## src/design/vddp_pkg.sv

```systemverilog
// shared types and constants for the varint delta posting decoder
`timescale 1ns / 1ps

package vddp_pkg;

  // default id width
  localparam int ID_WIDTH_DEF = 32;

  // varint byte layout
  localparam int BYTE_BITS   = 8;
  localparam int GROUP_BITS  = 7;
  localparam int MORE_BIT    = 7;
  localparam int MAX_GROUPS  = 5;
  localparam int COUNT_BITS  = 3;
  localparam int SHIFT_BITS  = 5;

  // result status codes
  typedef enum logic [1:0] {
    ST_OK        = 2'd0,
    ST_TOO_LONG  = 2'd1,
    ST_TRUNCATED = 2'd2
  } status_t;

  // one input item
  typedef struct packed {
    logic [BYTE_BITS-1:0] data_byte;
    logic                 list_start;
    logic                 list_last;
  } item_t;

  // result control from decode core to output register
  typedef struct packed {
    logic    vld;
    status_t status;
  } res_ctl_t;

endpackage

```

## src/design/vddp_in_reg.sv

```systemverilog
// input register stage holding one accepted byte item
`timescale 1ns / 1ps

module vddp_in_reg (
  input  logic          clk,
  input  logic          rst_n,
  input  logic          in_valid,
  output logic          in_stall,
  input  vddp_pkg::item_t in_item,
  input  logic          adv,
  output logic          item_vld,
  output vddp_pkg::item_t item
);

  logic            vld_r;
  logic            vld_nxt;
  vddp_pkg::item_t item_r;
  logic            take;

  // hold the item only while the next stage cannot move
  assign in_stall = vld_r && !adv;
  assign take     = in_valid && !in_stall;

  always_comb begin
    vld_nxt = vld_r;
    if (take) begin
      vld_nxt = 1'b1;
    end else if (adv) begin
      vld_nxt = 1'b0;
    end
  end

  always_ff @(posedge clk) begin
    if (!rst_n) begin
      vld_r <= 1'b0;
    end else begin
      vld_r <= vld_nxt;
    end
    if (take) begin
      item_r <= in_item;
    end
  end

  assign item_vld = vld_r;
  assign item     = item_r;

endmodule

```

## src/design/vddp_core.sv

```systemverilog
// varint gathering and delta accumulation with decoder state
`timescale 1ns / 1ps

module vddp_core #(
  parameter int ID_WIDTH = vddp_pkg::ID_WIDTH_DEF
) (
  input  logic                clk,
  input  logic                rst_n,
  input  logic                fire,
  input  vddp_pkg::item_t     item,
  output vddp_pkg::res_ctl_t  res,
  output logic [ID_WIDTH-1:0] res_id
);

  localparam int CW = vddp_pkg::COUNT_BITS;
  localparam int SW = vddp_pkg::SHIFT_BITS;
  localparam int GB = vddp_pkg::GROUP_BITS;

  logic [ID_WIDTH-1:0] gap_r, gap_nxt;
  logic [CW-1:0]       cnt_r, cnt_nxt;
  logic [ID_WIDTH-1:0] run_r, run_nxt;
  logic                halt_r, halt_nxt;

  logic [ID_WIDTH-1:0] base_gap;
  logic [CW-1:0]       base_cnt;
  logic [ID_WIDTH-1:0] base_run;
  logic                base_halt;
  logic [SW-1:0]       shift;
  logic [ID_WIDTH-1:0] grp;
  logic [ID_WIDTH-1:0] gap_new;
  logic [ID_WIDTH-1:0] sum;

  // list start clears state before the byte is decoded
  assign base_gap  = item.list_start ? '0 : gap_r;
  assign base_cnt  = item.list_start ? '0 : cnt_r;
  assign base_run  = item.list_start ? '0 : run_r;
  assign base_halt = item.list_start ? 1'b0 : halt_r;

  // place the seven-bit group; bits beyond the id width drop off
  assign shift   = SW'(base_cnt) * SW'(GB);
  assign grp     = {{(ID_WIDTH-GB){1'b0}}, item.data_byte[GB-1:0]} << shift;
  assign gap_new = base_gap | grp;
  assign sum     = base_run + gap_new;

  // decode one byte
  always_comb begin
    gap_nxt    = base_gap;
    cnt_nxt    = base_cnt;
    run_nxt    = base_run;
    halt_nxt   = base_halt;
    res.vld    = 1'b0;
    res.status = vddp_pkg::ST_OK;
    res_id     = '0;
    priority if (base_halt) begin
      // ignore bytes until the next list start
    end else if (base_cnt >= CW'(vddp_pkg::MAX_GROUPS)) begin
      gap_nxt    = '0;
      cnt_nxt    = '0;
      halt_nxt   = 1'b1;
      res.vld    = 1'b1;
      res.status = vddp_pkg::ST_TOO_LONG;
    end else if (item.data_byte[vddp_pkg::MORE_BIT]) begin
      if (item.list_last) begin
        gap_nxt    = '0;
        cnt_nxt    = '0;
        halt_nxt   = 1'b1;
        res.vld    = 1'b1;
        res.status = vddp_pkg::ST_TRUNCATED;
      end else begin
        gap_nxt = gap_new;
        cnt_nxt = base_cnt + CW'(1);
      end
    end else begin
      gap_nxt    = '0;
      cnt_nxt    = '0;
      run_nxt    = sum;
      res.vld    = 1'b1;
      res.status = vddp_pkg::ST_OK;
      res_id     = sum;
    end
  end

  always_ff @(posedge clk) begin
    if (!rst_n) begin
      gap_r  <= '0;
      cnt_r  <= '0;
      run_r  <= '0;
      halt_r <= 1'b0;
    end else if (fire) begin
      gap_r  <= gap_nxt;
      cnt_r  <= cnt_nxt;
      run_r  <= run_nxt;
      halt_r <= halt_nxt;
    end
  end

endmodule

```

## src/design/vddp_out_reg.sv

```systemverilog
// result register facing the output channel
`timescale 1ns / 1ps

module vddp_out_reg #(
  parameter int ID_WIDTH = vddp_pkg::ID_WIDTH_DEF
) (
  input  logic                clk,
  input  logic                rst_n,
  input  logic                item_vld,
  input  vddp_pkg::res_ctl_t  res,
  input  logic [ID_WIDTH-1:0] res_id,
  output logic                adv,
  output logic                fire,
  output logic                out_valid,
  input  logic                out_stall,
  output logic [ID_WIDTH-1:0] out_doc_id,
  output logic [1:0]          out_status
);

  logic                vld_r, vld_nxt;
  logic [ID_WIDTH-1:0] id_r;
  vddp_pkg::status_t   st_r;

  // the slot moves when empty or when its item is taken
  assign adv  = !vld_r || !out_stall;
  assign fire = item_vld && adv;

  always_comb begin
    vld_nxt = vld_r;
    if (adv) begin
      vld_nxt = fire && res.vld;
    end
  end

  always_ff @(posedge clk) begin
    if (!rst_n) begin
      vld_r <= 1'b0;
    end else begin
      vld_r <= vld_nxt;
    end
    if (adv) begin
      id_r <= res_id;
      st_r <= res.status;
    end
  end

  assign out_valid  = vld_r;
  assign out_doc_id = id_r;
  assign out_status = st_r;

endmodule

```

## src/design/varint_delta_posting_decoder.sv

```systemverilog
// Varint delta posting list decoder, top level.
// Input channel: one encoded byte per item (in_data_byte) with in_list_start
// marking the first byte of a list and in_list_last its final byte. An item
// is taken on a clock edge with in_valid high and in_stall low.
// Output channel: out_doc_id and out_status; status 0 is a decoded id,
// 1 a varint longer than five bytes, 2 a list that ended inside a varint.
// Continuation bytes, unless ending a list or sixth in a varint, and bytes
// after an error give no result; a list start clears the running id and
// the error. An accepted byte is held in the input register, then decoded
// into the result register.
// Throughput: one byte per cycle while out_stall stays low; the decode step
// (shift, or and ID_WIDTH-bit add) is combinational between the registers.
// Reset (rst_n low, synchronous) empties both registers and clears the
// running id, the partial varint and the error flag.
// When the receiver holds out_stall, the result stays unchanged; if the
// input register is empty, one more byte is taken into it, then in_stall
// rises until the result is taken.
`timescale 1ns / 1ps

module varint_delta_posting_decoder #(
  parameter int ID_WIDTH = vddp_pkg::ID_WIDTH_DEF
) (
  input  logic                clk,
  input  logic                rst_n,
  input  logic                in_valid,
  output logic                in_stall,
  input  logic [7:0]          in_data_byte,
  input  logic                in_list_start,
  input  logic                in_list_last,
  output logic                out_valid,
  input  logic                out_stall,
  output logic [ID_WIDTH-1:0] out_doc_id,
  output logic [1:0]          out_status
);

  vddp_pkg::item_t    in_item;
  vddp_pkg::item_t    item;
  logic               item_vld;
  logic               adv;
  logic               fire;
  vddp_pkg::res_ctl_t res;
  logic [ID_WIDTH-1:0] res_id;

  assign in_item.data_byte  = in_data_byte;
  assign in_item.list_start = in_list_start;
  assign in_item.list_last  = in_list_last;

  // input register
  vddp_in_reg u_in (
    .clk      (clk),
    .rst_n    (rst_n),
    .in_valid (in_valid),
    .in_stall (in_stall),
    .in_item  (in_item),
    .adv      (adv),
    .item_vld (item_vld),
    .item     (item)
  );

  // decode state and logic
  vddp_core #(.ID_WIDTH(ID_WIDTH)) u_core (
    .clk    (clk),
    .rst_n  (rst_n),
    .fire   (fire),
    .item   (item),
    .res    (res),
    .res_id (res_id)
  );

  // result register
  vddp_out_reg #(.ID_WIDTH(ID_WIDTH)) u_out (
    .clk        (clk),
    .rst_n      (rst_n),
    .item_vld   (item_vld),
    .res        (res),
    .res_id     (res_id),
    .adv        (adv),
    .fire       (fire),
    .out_valid  (out_valid),
    .out_stall  (out_stall),
    .out_doc_id (out_doc_id),
    .out_status (out_status)
  );

endmodule

```

## config.mk

```make
export PLATFORM = sky130hd
export DESIGN_NAME = varint_delta_posting_decoder
export DESIGN_NICKNAME = d
export VERILOG_FILES = /design/src/design/vddp_pkg.sv /design/src/design/vddp_in_reg.sv /design/src/design/vddp_core.sv /design/src/design/vddp_out_reg.sv /design/src/design/varint_delta_posting_decoder.sv
export SDC_FILE = /design/constraint.sdc
export NUM_CORES = 1
export LEC_CHECK = 0
export ABC_AREA = 1
export BUFFER_PORTS_ARGS = -buffer_cell sky130_fd_sc_hd__buf_2
export CORE_UTILIZATION = 40
export CTS_CLUSTER_SIZE = 25
export DETAILED_ROUTE_END_ITERATION = 10
export PLACE_DENSITY = 0.59
export SLEW_MARGIN = 10
export SYNTH_ARGS = -nofsm -noshare
export SYNTH_HDL_FRONTEND = slang
export SYNTH_SLANG_ARGS = --single-unit
```

## constraint.sdc

```tcl
create_clock -name clk -period 14.4 [get_ports clk]
set_input_delay 0.72 -clock clk [delete_from_list [all_inputs] [get_ports clk]]
set_output_delay 0.72 -clock clk [all_outputs]
set_load 0.02 [all_outputs]
```

==> results.toml <==
[sta]
post-route-period-util_pct = 45.95
slew_headroom_pct = 39.92
max_freq_ghz = 0.1511
finalSetupViolCount = 0
worst_slew_pin_slew_ns = 0.9001
post-route-min-period_ns = 6.617
fin_hold_ws_ns = 0.4612
tns_ns = 0
maxSlewViolCount = 0
finalHoldViolCount = 0
skew_ns = 0.007352
grt_setup_unrepaired = "false"

[yosys]
synth-main-ff-cell = "dfxtp_1"
synthCells = 1088
syn_avg_cell_area_um2 = 7.025
syn_area_um2 = 7644
synth_edf_count = 44
netlist-cell-type-count = 51
synth_top_cell_area_share_pct = 18.33
ys_seq_elements = 114
synthArstFlopShare_pct = 0
syn_nets = 1141
post-synth-top-area-cell = "dfxtp_1"
synthTopCellsByCount = "nand2_1, inv_1, a21oi_1"
yosysMostFrequentCell = "nand2_1"
synth.yosys.seq_area_share_pct = 35.62
yosysWarnings = 0
netlist_top_cells_area = "dfxtp_1, edfxtp_1, nand2_1"

[clock_tree]
cts_buffers = 17
clockBufferDepth = 2
clk_pin_slew_worst_paths_ns = 0.06
clock_latency_ns = 0.43
cts_tree = "yes"
cts_setup_buffers = 0
htreeDepth = 4
ctsHoldBuffers = 0
cts.repair.resized = 0
clkSinkCount = 114
clock-root-buffer = "clkbuf_16"

[grt]
antenna_found_initial = 0
first_global_vias = 6792
grt_pass1_wl_mm = 36.71
grt_overflow = 0
track_usage_pct = 24.38
grt_max_degree = 55

[setup_path]
worstPathMaxFanout = 40
r2r_cells = 24
worst-setup-path-type = "reg -> reg"
ff2ff_setup_slack_ns = 7.78
cp-start-kind = "flip-flop"
crit_required_ns = 14.58
cp.arrival_ns = 6.80
reg2reg_from = "u_in.item[1]"
r2r-end = "u_out.out_doc_id[22]"
cp-end-kind = "flip-flop"

[finish]
drive_above_1_share_pct = 11.41
area_delta_synth_final_pct = 12.15
fin_nets = 1171
n_antenna_cell = 0
fin_area_um2 = 8572

[detailed_routing]
num_vias = 7246
first_iter_violations = 666
routedWlPerCell_um = 16.71
postRouteWirelength_mm = 22.81
ant_nets = 0
drc_errors = 0
vias_per_cell = 5.308
firstDrtPassIters = 5

[worst_hold_path]
min-delay-start = "in_data_byte[0]"
whs_path_depth = 1
hold_path_class = "in -> reg"
hold_end = "u_in.item[2]"

[placed_design]
placed_area_um2 = 8023
routabilityCongestion = 0.9769
dp_hpwl_mm = 16.63
port_buffers = 49

[power_and_ir_drop]
powerDensity_nw_per_um2 = 109.3
ir_worst_vdd_uv = 92.91
leakage_nw = 4.144
total_power_w = 0.0009372

[floorplanning]
die_x_um = 140.2
start_util_pct = 40.86
core_area_um2 = 18710
die_area_um2 = 19670
rows = 50
die_y_um = 140.2
io_pins = 50

[run_status]
status = "completed"

[flow_run]
cap_viol_max_count = 0
## sequential cells by signal (all words and copies together) (netlist names)
signal,flops
u_out.out_status,2
u_core.gap_r,32
u_out.out_valid,1
u_core.run_r,32
u_core.halt_r,1
u_in.item_vld,1
u_core.cnt_r,3
u_in.item,10
u_out.out_doc_id,32
## area by class of cell
| type | count | area [um^2] |
|---|---|---|
| multi-input combinational | 782 | 4169 |
| clock inverter | 10 | 85.08 |
| clock buffer | 22 | 464.2 |
| inverter | 150 | 563.0 |
| timing repair buffer | 53 | 275.3 |
| fill | 1908 | 10130 |
| tap | 234 | 292.8 |
| sequential | 114 | 2723 |
## metrics by stage
step	worst slack [ns]	cells	utilization, %
after floorplan	9.528	1088	-
after global placement	7.884	1333	42.89
after detailed placement	7.932	1333	42.89
after CTS	7.908	1365	45.83
after global routing	7.422	1365	45.83
final	7.783	1365	45.83
## cells in the final DEF, fill, tap and decap left out, types with 6 or more instances in the layout
| cell type | netlist | final |
|---|---|---|
| nor2_1 | 86 | 86 |
| nand4_1 | 7 | 7 |
| clkbuf_16 | 0 | 17 |
| inv_1 | 139 | 138 |
| xor2_1 | 11 | 11 |
| nand2_1 | 267 | 266 |
| nand3b_1 | 7 | 7 |
| edfxtp_1 | 44 | 44 |
| inv_2 | 9 | 9 |
| o211ai_1 | 11 | 11 |
| nand3_1 | 61 | 61 |
| dfxtp_1 | 70 | 70 |
| o21ai_0 | 76 | 76 |
| o21ai_1 | 15 | 15 |
| nor3_1 | 8 | 8 |
| a31oi_1 | 6 | 6 |
| ha_1 | 36 | 36 |
| clkinv_2 | 0 | 6 |
| o21ai_2 | 8 | 8 |
| a21oi_1 | 126 | 126 |
| buf_2 | 7 | 49 |
## metal layers
metal	share of wire (%)	routed length (um)	global-route usage (%)	vias to the layer above
met5	0	0	0	-
met4	2.3	526	9.543	0
met3	5.1	1161	3.795	34
met2	44	10010	37.76	228
met1	49	11110	33.97	3321
li1	-	-	-	3663
## kinds of logic (layout without fill, tap and decap cells)
| group | Yosys count | in the layout | share of synthesized area, % |
|---|---|---|---|
| adders and majority gates | 39 | 39 | 6.679 |
| buffers and inverters | 192 | 235 | 9.936 |
| and+or+nand+nor | 455 | 455 | 25.37 |
| DFF | 114 | 114 | 35.62 |
| AOI/OAI and AO/OA | 272 | 272 | 20.46 |
| xor gates and xnor gates | 16 | 16 | 1.932 |
## where the power goes
part	switching, W	internal [W]	total, W	leakage (nW)
sequential	0.00000914	0.000360	0.000369	1.07
combinational	0.000120	0.0000501	0.000170	2.80
clock	0.000154	0.000244	0.000398	0.273
## worst max-delay path, stage by stage, from the launching register on
cell	delay, ns
edfxtp_1	0.32
buf_4	0.48
inv_2	0.46
nand2_1	0.23
inv_1	0.11
fa_1	0.51
ha_1	0.14
inv_1	0.04
fa_1	0.85
inv_1	0.37
nor2_1	0.30
a22o_1	0.22
ha_1	0.31
inv_1	0.09
fa_1	0.37
inv_1	0.07
nand2_1	0.09
a21oi_2	0.28
a21oi_1	0.19
o21ai_1	0.45
nand2_1	0.16
nand2_1	0.09
nand2_1	0.05
nand3_1	0.11
inv_1	0.05
## worst max path at each step
stage | start | to | slack, ns | cells after the start
4_1_cts | u_in.item[1] | u_out.out_doc_id[22] | 7.91 | 24
2_1_floorplan | u_in.item[1] | u_out.out_doc_id[18] | 9.53 | 25
5_1_grt | u_in.item[1] | u_out.out_doc_id[30] | 7.42 | 24
3_5_place_dp | u_in.item[1] | u_out.out_doc_id[22] | 7.93 | 24
6_report | u_in.item[1] | u_out.out_doc_id[22] | 7.78 | 24
3_3_place_gp | u_in.item[1] | u_out.out_doc_id[22] | 7.88 | 24
Power figures use the tool's default switching activity.
